[src/pcsm_pkg.sv]
package pcsm_pkg;
  localparam int STACK_DEPTH = 1024;
  localparam int PROGRAM_SIZE = 2048;
  localparam int DATA_WIDTH = 32;
  localparam int SAW = $clog2(STACK_DEPTH);
  localparam int PAW = $clog2(PROGRAM_SIZE);
  localparam int TW = SAW + 1;

  typedef enum logic [2:0] {
    OP_LIT = 3'd0, OP_OPR = 3'd1, OP_LOD = 3'd2, OP_STO = 3'd3,
    OP_CAL = 3'd4, OP_INT = 3'd5, OP_JMP = 3'd6, OP_JPC = 3'd7
  } op_t;

  localparam logic [10:0] OPR_RET = 11'd0;
  localparam logic [10:0] OPR_NEG = 11'd1;
  localparam logic [10:0] OPR_ADD = 11'd2;
  localparam logic [10:0] OPR_SUB = 11'd3;
  localparam logic [10:0] OPR_MUL = 11'd4;
  localparam logic [10:0] OPR_DIV = 11'd5;
  localparam logic [10:0] OPR_ODD = 11'd6;
  localparam logic [10:0] OPR_EQ = 11'd8;
  localparam logic [10:0] OPR_NE = 11'd9;
  localparam logic [10:0] OPR_LT = 11'd10;
  localparam logic [10:0] OPR_GE = 11'd11;
  localparam logic [10:0] OPR_GT = 11'd12;
  localparam logic [10:0] OPR_LE = 11'd13;

  localparam logic [1:0] FLT_NONE = 2'd0;
  localparam logic [1:0] FLT_DIV0 = 2'd1;
  localparam logic [1:0] FLT_RANGE = 2'd2;
endpackage

[src/pcsm_divider.sv]
module pcsm_divider
  import pcsm_pkg::*;
(
  input  logic                  clk,
  input  logic                  rst_n,
  input  logic                  start,
  input  logic [DATA_WIDTH-1:0] dividend,
  input  logic [DATA_WIDTH-1:0] divisor,
  output logic                  done,
  output logic [DATA_WIDTH-1:0] quotient
);
  localparam int CW = $clog2(DATA_WIDTH + 1);
  logic [DATA_WIDTH-1:0] q_r, d_r, rem_r;
  logic [CW-1:0] cnt_r;
  logic neg_r, busy_r, done_r;
  logic [DATA_WIDTH:0] trial;
  logic [DATA_WIDTH-1:0] mx, my;

  always_comb begin
    mx = dividend[DATA_WIDTH-1] ? -dividend : dividend;
    my = divisor[DATA_WIDTH-1] ? -divisor : divisor;
    trial = {rem_r, q_r[DATA_WIDTH-1]} - {1'b0, d_r};
  end

  always_ff @(posedge clk) begin
    if (!rst_n) begin
      busy_r <= 1'b0;
      done_r <= 1'b0;
    end else begin
      done_r <= 1'b0;
      if (start) begin
        busy_r <= 1'b1;
        q_r <= mx;
        d_r <= my;
        rem_r <= '0;
        neg_r <= dividend[DATA_WIDTH-1] ^ divisor[DATA_WIDTH-1];
        cnt_r <= CW'(DATA_WIDTH);
      end else if (busy_r) begin
        if (!trial[DATA_WIDTH]) begin
          rem_r <= trial[DATA_WIDTH-1:0];
          q_r <= {q_r[DATA_WIDTH-2:0], 1'b1};
        end else begin
          rem_r <= {rem_r[DATA_WIDTH-2:0], q_r[DATA_WIDTH-1]};
          q_r <= {q_r[DATA_WIDTH-2:0], 1'b0};
        end
        cnt_r <= cnt_r - 1'b1;
        if (cnt_r == CW'(1)) begin
          busy_r <= 1'b0;
          done_r <= 1'b1;
        end
      end
    end
  end

  assign done = done_r;
  assign quotient = neg_r ? -q_r : q_r;
endmodule

[config.mk]
export PLATFORM = sky130hd
export DESIGN_NAME = pcsm_divider
export DESIGN_NICKNAME = d
export VERILOG_FILES = /design/src/pcsm_pkg.sv /design/src/pcsm_divider.sv
export SDC_FILE = /design/constraint.sdc
export NUM_CORES = 1
export LEC_CHECK = 0
export CELL_PAD_IN_SITES_DETAIL_PLACEMENT = 0
export CELL_PAD_IN_SITES_GLOBAL_PLACEMENT = 2
export CORE_UTILIZATION = 44
export CTS_CLUSTER_SIZE = 40
export DETAILED_ROUTE_END_ITERATION = 12
export DONT_BUFFER_PORTS = 1
export PLACE_DENSITY = 0.88
export SLEW_MARGIN = 20
export SYNTH_ARGS = -nofsm -noshare
export SYNTH_HDL_FRONTEND = slang
export SYNTH_SLANG_ARGS = --single-unit
[constraint.sdc]
create_clock -name clk -period 6.1 [get_ports clk]
set_clock_uncertainty 0.2 [all_clocks]
set_input_delay 0.61 -clock clk [delete_from_list [all_inputs] [get_ports clk]]
set_output_delay 0.61 -clock clk [all_outputs]
set_load 0.02 [all_outputs]
# Yosys cells after proc, flatten, opt, wreduce, memory -nomap -nowiden
# Index checks and enable logic that the tools add are counted.
# totals
register_bits	105
input_bits	67
output_inout_bits	33
word_cells	34
# classes
eq_ne	1
mux	13
add_sub_neg	5
reduce_logical	4
bitwise_logic	3
# op_table
cell	count
32-bit 2-to-1 mux	6
32-bit negation	3
33-bit by 32-bit subtractor with 33-bit output	1
31-bit 2-to-1 mux	1
6-bit by 1-bit == test with 1-bit output (second input constant)	1
6-bit 2-to-1 mux	1
6-bit by 1-bit subtractor with 6-bit output (second input constant)	1
1-bit 2-to-1 mux	5
2-bit AND reduction	2
3-bit OR reduction	1
1-bit inverter	2
2-bit nonzero test	1
1-bit XOR	1

# Depth between registers and ports, before layout
# Gate-level depths: netlist (run 1).
# depth
ltp_word	4
depth_mapped	15
mapped_depth_nobuf	12

# Worst setup path before layout (run 1)
# Ideal clock, no wire load.
# synth_path
path_type	reg-to-output
startpoint	register q_r[4]
endpoint	output port quotient[29]
stages_incl_launch_ff	10
arrival_time_ns	3.263
path_buffers	0
required_ns	5.290
slack_ns	2.027
path_cell_list	edfxtp_1 or3_1 nor3_1 nand3_1 or4_1 or3_1 or3_1 or4_1 o41ai_1 xnor2_1
# synth_via
elab_chain_cells	2
# synth_rtl
item	line_no	text
start: declaration	pcsm_divider.sv:13	logic [DATA_WIDTH-1:0] q_r, d_r, rem_r;
start signal: assignment	pcsm_divider.sv:33	q_r <= mx;
start signal: assignment	pcsm_divider.sv:41	q_r <= {q_r[DATA_WIDTH-2:0], 1'b1};
start signal: assignment	pcsm_divider.sv:44	q_r <= {q_r[DATA_WIDTH-2:0], 1'b0};
32-bit negation	pcsm_divider.sv:56	assign quotient = neg_r ? -q_r : q_r;
32-bit 2-to-1 mux	pcsm_divider.sv:56	
end: declaration	pcsm_divider.sv:10	output logic [DATA_WIDTH-1:0] quotient
# Every way passes these cells.

# Final worst setup path (run 1)
# layout_path
startpoint	register q_r[4]
endpoint	output port quotient[31]
# The elaborated chain is that of the path after synthesis.

==> metrics, run 1 <==
Netlist cell types=56; CTS buffer count=9; top layer reached by signal wires=met4; Post-Syn Area=7830 um^2; f_max=0.206 GHz; R2R cell count=13; placed cell count=1033; Commonest cells post-synth=103 x edfxtp_1, 85 x a21oi_1, 75 x o21ai_0, 73 x xnor2_1, 58 x nand2_1; Rows=48; post-route ant nets=0; initial antenna violation count=0; GRT Util Overall=0.206; Area contributors post-synth=edfxtp_1 40%, xnor2_1 8.2%, ha_1 5.9%, a21oi_1 5.4%, o21ai_0 4.8%; fin crit share=0.798; worst slew pin tran=1.14 ns; GRT Residual Overflow=0; Worst R2R Setup Slack=1.58 ns; Pleak=2.98 nW; CTS HTree Levels=3; non-filler cells, final=1049; syn_nets=948; die extent in y=135 um; WL met2=8.08 mm; DRT Pass-1 Iters=4; clk buf depth=2; met3 WL post-DR=869 um; PwrDens=252 nW/um^2; hold depth=1; Top Ports=100; Filler cells=1650; Routed met1 length=9.05 mm; Final setup viols=0; Initial DRC Count=404; Seq/Total Area, Yosys=0.400; crit path capture type=output pin; Core Area=17400 um^2; Synth Flop Type=edfxtp_1; CTS tree=done; Fin. Hold Viols=0; synthesis-to-finish area growth=5.45%; unrepaired setup endpoints after global routing=false; CTS clock-pin slew for the worst setup and hold paths=0.07 ns; Num Clock Sinks=105; share of the synthesized area in the top cell type=0.395; hpwl dp=13.0 mm; Die X=135 um; postcts setup bufs=0; most frequent cell after synthesis=edfxtp_1; Initial Utilization=0.451; Worst EP required=5.29 ns; Final min period=4.87 ns; Post-synth EDFFs=103; Critical Path AT=4.06 ns; worst-skew pair later-pin latency=0.36 ns; Final #Nets=924; YS warnings=0; VDD IR max=0.151 mV; vias per cell=5.88; Hold WC Path Type=in2reg; Hold Buf Count CTS=0; post-synth top area cell=edfxtp_1; via count=6165; Residual DRC=0; I/O Buffers=0; largest net degree at the start of global routing=99; ys async rst share=0; FF+latch count, synth=105; final hold slack=0.135 ns; die footprint=18300 um^2; share of cells above drive strength 1=0.0534; post-CTS sizing=0; DR WL/cell=17.5 um; final setup TNS=0 ns; fin. max-slew vios=0; Power, Total=2.08 mW; outcome=finished, final reports clean; CP max FO=5; Mapped Cells=843; first-pass GRT wire length=29.7 mm; WS Path Type=reg2out; Worst slew margin=0.222; vias in the first global route=5891; Max Cap Viol=0; Total Wirelength=18.3 mm; Worst Setup Start Kind=flip-flop; antenna fix cells=0; RD Place Congestion=0.844; Root Driver=clkbuf_16; Avg Inst Size Synth=9.29 um^2
placed cells by master, fill, tap and decap left out, types with 3 or more instances in the layout:
cell         n
edfxtp_1   103
a21o_1      12
o21bai_1     4
nand2_1     58
clkbuf_1     5
clkbuf_16    9
ha_1        37
nand3b_1     3
o21ai_0     75
or4_4        3
o31ai_1     23
and3_1       6
inv_1       49
or3_1       18
mux2_2       7
or4b_2       7
nand4_1      6
nor2_1      52
buf_4        3
nand2b_1    11
nor3_1      16
nor2b_1      5
or4_1       19
o21a_1      10
a21oi_1     84
or2_2        6
o211ai_1     5
xnor2_1     73
xor2_1      36
o41ai_1     12
a211oi_1     4
nand3_1     24
critical path: stages (launching register included):
cell and delay [ns]:
edfxtp_1 0.43, or3_1 0.44, nor3_1 0.22, nand3_1 0.16, or4_1 0.46, or3_1 0.43, or3_1 0.39, or4_1 0.48
o31ai_1 0.34, xnor2_1 0.36
metal layers:
metal	up-vias	global-route usage
met5	-	0
met4	0	0.0724
met3	20	0.0352
met2	146	0.312
met1	2934	0.294
li1	3065	-
through the flow:
| step | utilization | setup slack, ns | cell area, um^2 |
|---|---|---|---|
| after global routing | 0.476 | 1.01 | 8250 |
| after CTS | 0.476 | 1.22 | 8250 |
| after floorplan | - | 2.03 | 7830 |
| after detailed placement | 0.460 | 1.61 | 7990 |
| final | 0.476 | 1.23 | 8250 |
| after global placement | 0.460 | 1.58 | 7990 |
power by group:
part / internal, mW / leakage (nW) / switching [mW] / total, mW
combinational: 0.247 / 1.86 / 0.366 / 0.613
clock: 0.289 / 0.128 / 0.254 / 0.543
sequential: 0.879 / 0.997 / 0.0452 / 0.924
kinds of logic (layout without fill, tap and decap cells):
family          after synthesis  in the layout  synth area share
compound gates              253            253             0.199
buf+inv                      87             68            0.0422
fa+ha+maj                    38             38            0.0617
mux                           8              8            0.0113
flops                       105            105             0.400
xor+xnor                    109            109             0.122
simple gates                243            243             0.163
path summary, 6_finish.rpt:
| kind | end | startpoint |
|---|---|---|
| setup / recovery | quotient[31] | q_r[4] |
| hold / removal | done | start |
| setup reg to reg | rem_r[7] | q_r[31] |
| hold reg to reg | done | busy_r |
area by class of cell:
| class | count | area (um^2) | area share |
|---|---|---|---|
| Multi-Input combinational cell | 651 | 4370 | 0.529 |
| Timing Repair Buffer | 3 | 22.5 | 0.00273 |
| Tap cell | 225 | 282 | 0.0341 |
| Sequential cell | 105 | 3130 | 0.380 |
| Inverter | 49 | 184 | 0.0223 |
| Clock buffer | 15 | 258 | 0.0312 |
| Clock inverter | 1 | 5.00 | 0.000606 |
flip-flops by register name, indices dropped and copies added (netlist names):
name / count
rem_r: 32
cnt_r: 6
busy_r: 1
neg_r: 1
d_r: 32
q_r: 32
done: 1
Note: power is estimated with default switching activity, not from simulation.
==> run 2, diff against run 1 <==
--- a/config.mk
+++ b/config.mk
@@ -7,11 +7,11 @@
 export LEC_CHECK = 0
 export CELL_PAD_IN_SITES_DETAIL_PLACEMENT = 0
 export CELL_PAD_IN_SITES_GLOBAL_PLACEMENT = 2
-export CORE_UTILIZATION = 44
+export CORE_UTILIZATION = 40
 export CTS_CLUSTER_SIZE = 40
 export DETAILED_ROUTE_END_ITERATION = 12
 export DONT_BUFFER_PORTS = 1
-export PLACE_DENSITY = 0.88
+export PLACE_DENSITY = 0.81
 export SLEW_MARGIN = 20
 export SYNTH_ARGS = -nofsm -noshare
 export SYNTH_HDL_FRONTEND = slang
==> constraint.sdc (replaced) <==
create_clock -name clk -period 4.7 [get_ports clk]
set_clock_uncertainty 0.2 [all_clocks]
set_input_delay 0.47 -clock clk [delete_from_list [all_inputs] [get_ports clk]]
set_output_delay 0.47 -clock clk [all_outputs]
set_load 0.02 [all_outputs]
==> run 2 against run 1 <==
Net effect:
- non-clock buffer count is 6 higher
- total power grew 35%
- count of clock-buffer cells in the layout fell by 4
- combinational power up 31%
- core utilization down 3.1 points
- global-route usage fell by 2.0 points
- first-iteration DRC count down 13%
- worst hold slack got worse by 0.088 ns
- sequential share of layout area fell by 0.75 points
- sequential power grew 30%
==> metrics, run 2 (synthesis results as in run 1) <==
power share of the combinational group=0.286 (-0.009); largest net degree at the start of global routing=99 (unchanged); Initial Utilization=0.413 (-0.0380); die footprint=20100 um^2 (+9.8%); Largest regs=d_r (32), q_r (32), rem_r (32); Rows=50 (+4.2%); non-filler cells, final=1088 (+3.7%); placed cell count=1072 (+3.8%); antenna fix cells=0 (unchanged); Fin. Hold Viols=0 (unchanged); NetSw=866 uW (+30%); Initial DRC Count=351 (-13%); post-route cell area=8420 um^2 (+2.0%); Final setup viols=0 (unchanged); pre-CTS setup slack=0.315 ns (-1.30 ns); Final WS setup=0.147 ns (-1.09 ns); CP max stage delay=0.49 ns (about the same); Power, Total=2.80 mW (+35%); post-route ant nets=0 (unchanged); Worst EP required=4.03 ns (-1.26 ns); Worst slew margin=0.353 (+0.130); Num Clock Sinks=105 (unchanged); worst-path cell chain=or3_1 > nor3_1 > nand3_1 > or4_1 > or3_1 > or3_1 > or4_1 > o41ai_2 > xnor2_2; Total Wirelength=18.1 mm (-1.3%); f_max=0.220 GHz; DR WL/cell=16.6 um (-4.9%); Final min period=4.55 ns; Worst Setup Start Kind=flip-flop; synthesis-to-finish area growth=7.58%; most common cell after layout, fill and taps aside=edfxtp_1; Top Ports=100 (unchanged); fin crit share=0.969; DRT Pass-1 Iters=5 (+1); crit path capture type=output pin; RD Place Congestion=0.856 (+1.5%); CTS HTree Levels=3 (unchanged); placed instance area=8070 um^2 (+1.0%); Final #Nets=930 (+0.65%); CTS tree=done; unrepaired setup endpoints after global routing=true; final hold slack=0.0471 ns (-0.0878 ns); vias per cell=5.60 (-4.6%); Seq pwr share=0.428 (-0.016); P_int=1.93 mW (+37%); switch share=0.309 (-0.0104); Clk network pwr share=0.285 (+0.024); via count=6098 (-1.1%); Core Area=19000 um^2 (+9.2%); hpwl dp=13.1 mm (+0.72%); worst-skew pair later-pin latency=0.35 ns (about the same); vias in the first global route=5958 (+1.1%); fin. max-slew vios=0 (unchanged); I/O Buffers=0 (unchanged); CP max FO=5 (unchanged); VDD IR max=0.182 mV (+21%); CTS buffer count=9 (unchanged); worst slew pin tran=0.971 ns (-0.166 ns); clk buf depth=2 (unchanged); Hold WC Path Type=in2reg; Max Cap Viol=0 (unchanged); Residual DRC=0 (unchanged); share of cells above drive strength 1=0.0640 (+0.0106); first-pass GRT wire length=29.7 mm (about the same); initial antenna violation count=0 (unchanged); Die X=142 um (+4.8%); GRT Util Overall=0.186 (-0.0196); Worst path slowest cell=or4_1; outcome=finished, final reports clean; PwrDens=332 nW/um^2 (+32%); CTS clock-pin slew for the worst setup and hold paths=0.07 ns (about the same); GRT Residual Overflow=0 (unchanged); post-layout util=0.444 (-0.0313); Pleak=3.04 nW (+1.9%); Critical Path AT=3.88 ns (-0.18 ns); final setup TNS=0 ns (unchanged); WS Path Type=reg2out; Root Driver=clkbuf_16; die extent in y=142 um (+4.8%); Worst path most repeated cell=or3_1; most frequent cells in the layout=103 x edfxtp_1, 84 x a21oi_1, 75 x o21ai_0
-- run 2: cell count changes in the layout (fill, tap and decap cells not counted), moves of 2 or more --
| cell | previous run | this run |
|---|---|---|
| clkbuf_1 | 5 | 2 |
| xnor2_2 | 0 | 2 |
| buf_4 | 3 | 7 |
| bufinv_16 | 0 | 2 |
| xnor2_1 | 73 | 71 |
| dlygate4sd3_1 | 0 | 2 |
-- run 2: area by class of cell --
type	instances	area (um^2)
fillers	1831	10500
well taps	260	325
clock inverters	3	67.6
inverters	49	184
multi-input cells	651	4410
flip-flops and latches	105	3130
clock buffers	11	233
repair buffers	9	72.6
-- run 2: worst paths after layout --
check,start,end,slack (ns),depth (start not counted)
max,q_r[3],quotient[29],0.15,9
min,rst_n,done,0.05,2
max reg2reg,q_r[31],rem_r[17],0.27,12
min reg2reg,busy_r,done,0.25,2
-- run 2: critical path, delay by kind of cell (launching register included) --
family / cells / cell delay, ns
AO/OA/AOI/OAI: 1 / 0.34
XOR/XNOR: 1 / 0.22
flip-flops: 1 / 0.44
AND/OR/NAND/NOR: 7 / 2.54
-- run 2: layer usage --
metal	GRT usage	up-vias	wire, um
li1	-	3076	-
met1	0.248	2891	8550
met2	0.308	115	8560
met3	0.0260	16	683
met4	0.0679	0	283
met5	0	-	0
-- run 2: power by group through the flow --
stage          Clock (mW)  Sequential, mW  Combinational, mW
2_1_floorplan           0            1.20              0.665
3_3_place_gp            0            1.22              0.790
3_5_place_dp            0            1.22              0.797
4_1_cts             0.816            1.20              0.803
5_1_grt             0.845            1.21              0.897
6_report            0.799            1.20              0.801
-- run 2: repair_timing --
item / 4_1_cts / 5_1_grt
endpoints found under the setup margin: 0 / 2
gates resized for setup: 0 / 4
buffers inserted: 0 / 0
hold buffers: 2 / 0
hold endpoints to repair: 2 / 0
==> run 3, diff against run 2 <==
--- a/config.mk
+++ b/config.mk
@@ -6,12 +6,12 @@
 export NUM_CORES = 1
 export LEC_CHECK = 0
 export CELL_PAD_IN_SITES_DETAIL_PLACEMENT = 0
-export CELL_PAD_IN_SITES_GLOBAL_PLACEMENT = 2
-export CORE_UTILIZATION = 40
+export CELL_PAD_IN_SITES_GLOBAL_PLACEMENT = 1
+export CORE_UTILIZATION = 50
 export CTS_CLUSTER_SIZE = 40
 export DETAILED_ROUTE_END_ITERATION = 12
 export DONT_BUFFER_PORTS = 1
-export PLACE_DENSITY = 0.81
+export PLACE_DENSITY_LB_ADDON = 0.3
 export SLEW_MARGIN = 20
 export SYNTH_ARGS = -nofsm -noshare
 export SYNTH_HDL_FRONTEND = slang
==> run 3 against run 2 <==
Net effect:
- highest routed layer unchanged
- register-to-register slack better by 0.17 ns
- total power down 1.4%
- clock power down 3.5%
- design area down 1.1%
- critical path type unchanged
==> metrics, run 3 (synthesis results as in run 1) <==
Worst EP required=4.03 ns (about the same); fin crit share=0.968 (about the same); final setup TNS=0 ns (unchanged); unrepaired setup endpoints after global routing=true; Total Wirelength=17.5 mm (-3.1%); antenna fix cells=0 (unchanged); GRT Residual Overflow=0 (unchanged); Worst path slowest cell=or4_1; share of cells above drive strength 1=0.0603 (-0.00370); CP max stage delay=0.47 ns (-0.02 ns); Num Clock Sinks=105 (unchanged); die footprint=16200 um^2 (-20%); Largest regs=d_r (32), q_r (32), rem_r (32); worst slew pin tran=0.923 ns (-0.0479 ns); outcome=finished, final reports clean; f_max=0.220 GHz (about the same); Core Area=15300 um^2 (-20%); die extent in y=127 um (-10%); RD Place Congestion=0.837 (-2.2%); Worst path most repeated cell=or3_1; I/O Buffers=0 (unchanged); Final setup viols=0 (unchanged); synthesis-to-finish area growth=6.44%; Pleak=3.02 nW (-0.52%); CP delay by family, top=simple AND/OR/NAND/NOR gates; first-pass GRT wire length=29.1 mm (-2.0%); CP max FO=5 (unchanged); Initial Utilization=0.513 (+0.100); Fin. Hold Viols=0 (unchanged); post-route ant nets=0 (unchanged); CTS clock-pin slew for the worst setup and hold paths=0.07 ns (about the same); Die X=127 um (-10%); worst-skew pair later-pin latency=0.36 ns (about the same); Root Driver=clkbuf_16; Filler cells=1363 (-26%); fin. max-slew vios=0 (unchanged); CTS HTree Levels=3 (unchanged); Final WS setup=0.151 ns (+0.00405 ns); postcts setup bufs=0 (unchanged); Final min period=4.55 ns (-0.00405 ns); initial antenna violation count=0 (unchanged); most common cell after layout, fill and taps aside=edfxtp_1; vias in the first global route=5966 (+0.13%); Worst Setup Start Kind=flip-flop; vias per cell=5.84 (+4.2%); Rows=45 (-10%); PwrDens=331 nW/um^2 (-0.34%); DRT Pass-1 Iters=6 (+1); CTS buffer count=9 (unchanged); Critical Path AT=3.88 ns (about the same); Residual DRC=0 (unchanged); Power, Total=2.76 mW (-1.4%); placed instance area=8000 um^2 (-0.87%); Initial DRC Count=392 (+12%); Max Cap Viol=0 (unchanged); crit path capture type=output pin; WS Path Type=reg2out; via count=6073 (-0.41%); pre-CTS setup slack=0.300 ns (-0.0146 ns); VDD IR max=0.250 mV (+37%); most frequent cells in the layout=103 x edfxtp_1, 84 x a21oi_1, 75 x o21ai_0; Worst slew margin=0.383 (+0.0305); clk buf depth=2 (unchanged); hpwl dp=12.6 mm (-4.0%); worst-path cell chain=or3_1 > nor3_2 > nand3_1 > or4_1 > or3_1 > or3_1 > or4_1 > o41ai_1 > xnor2_1; DR WL/cell=16.8 um (+1.3%); Top Ports=100 (unchanged); Final #Nets=929 (-0.11%); GRT Util Overall=0.224 (+0.0382); CTS tree=done; largest net degree at the start of global routing=99 (unchanged); post-route cell area=8330 um^2 (-1.1%); Hold WC Path Type=in2reg; buffer and inverter count on the worst path=0 (unchanged)
==> run 3: through the flow <==
| stage | util | hold WS, ns | instances |
|---|---|---|---|
| 3_3_place_gp | 0.524 | 0.224 | 1022 |
| 3_5_place_dp | 0.524 | 0.234 | 1022 |
| 5_1_grt | 0.546 | 0.0221 | 1040 |
| 4_1_cts | 0.545 | 0.0149 | 1040 |
| 6_report | 0.546 | 0.0287 | 1040 |
| 2_1_floorplan | - | 0.215 | 843 |
==> run 3: worst register-to-register path, stage by stage, from the launching register on <==
cell and delay (ns):
edfxtp_1 0.39, inv_1 0.06, ha_1 0.22, fa_1 0.38, nand2b_1 0.20, a21oi_1 0.23
o2111ai_1 0.22, a2111o_1 0.44, a211oi_2 0.35, a31o_2 0.28, a21oi_4 0.23, or4b_2 0.73
a21oi_1 0.18
==> run 3: routing by layer <==
metal | track usage | wire length [um] | vias to the layer above
li1 | - | - | 3075
met1 | 0.291 | 8110 | 2843
met2 | 0.373 | 8210 | 137
met3 | 0.0611 | 975 | 18
met4 | 0.0511 | 214 | 0
met5 | 0 | 0 | -
==> run 3: what timing repair did <==
item                                    4_1_cts  5_1_grt
resized for setup                             0        2
endpoints found under the setup margin        0        9
hold buffers                                  2        0
hold endpoints to repair                      2        0
==> run 3: path summary, 6_finish.rpt <==
check        slack, ns  cells after the start     from      endpoint
max reg2reg       0.44                     12  q_r[31]      rem_r[9]
max               0.15                      9   q_r[3]  quotient[29]
min               0.03                      2    rst_n          done
min reg2reg       0.25                      2   busy_r          done
==> run 3: where the power goes <==
group | total, mW | switching, mW | internal, mW
combinational | 0.793 | 0.466 | 0.327
clock | 0.771 | 0.353 | 0.418
sequential | 1.20 | 0.0569 | 1.14
total | 2.76 | 0.876 | 1.88
==> run 3: area by class of cell <==
cell class,instances,area [um^2],share of cell area
inverters,49,184,0.0221
multi-input cells,651,4390,0.527
clock inverters,5,60.1,0.00721
flip-flops and latches,105,3130,0.376
well taps,211,264,0.0317
repair buffers,8,65.1,0.00781
clock buffers,11,233,0.0279
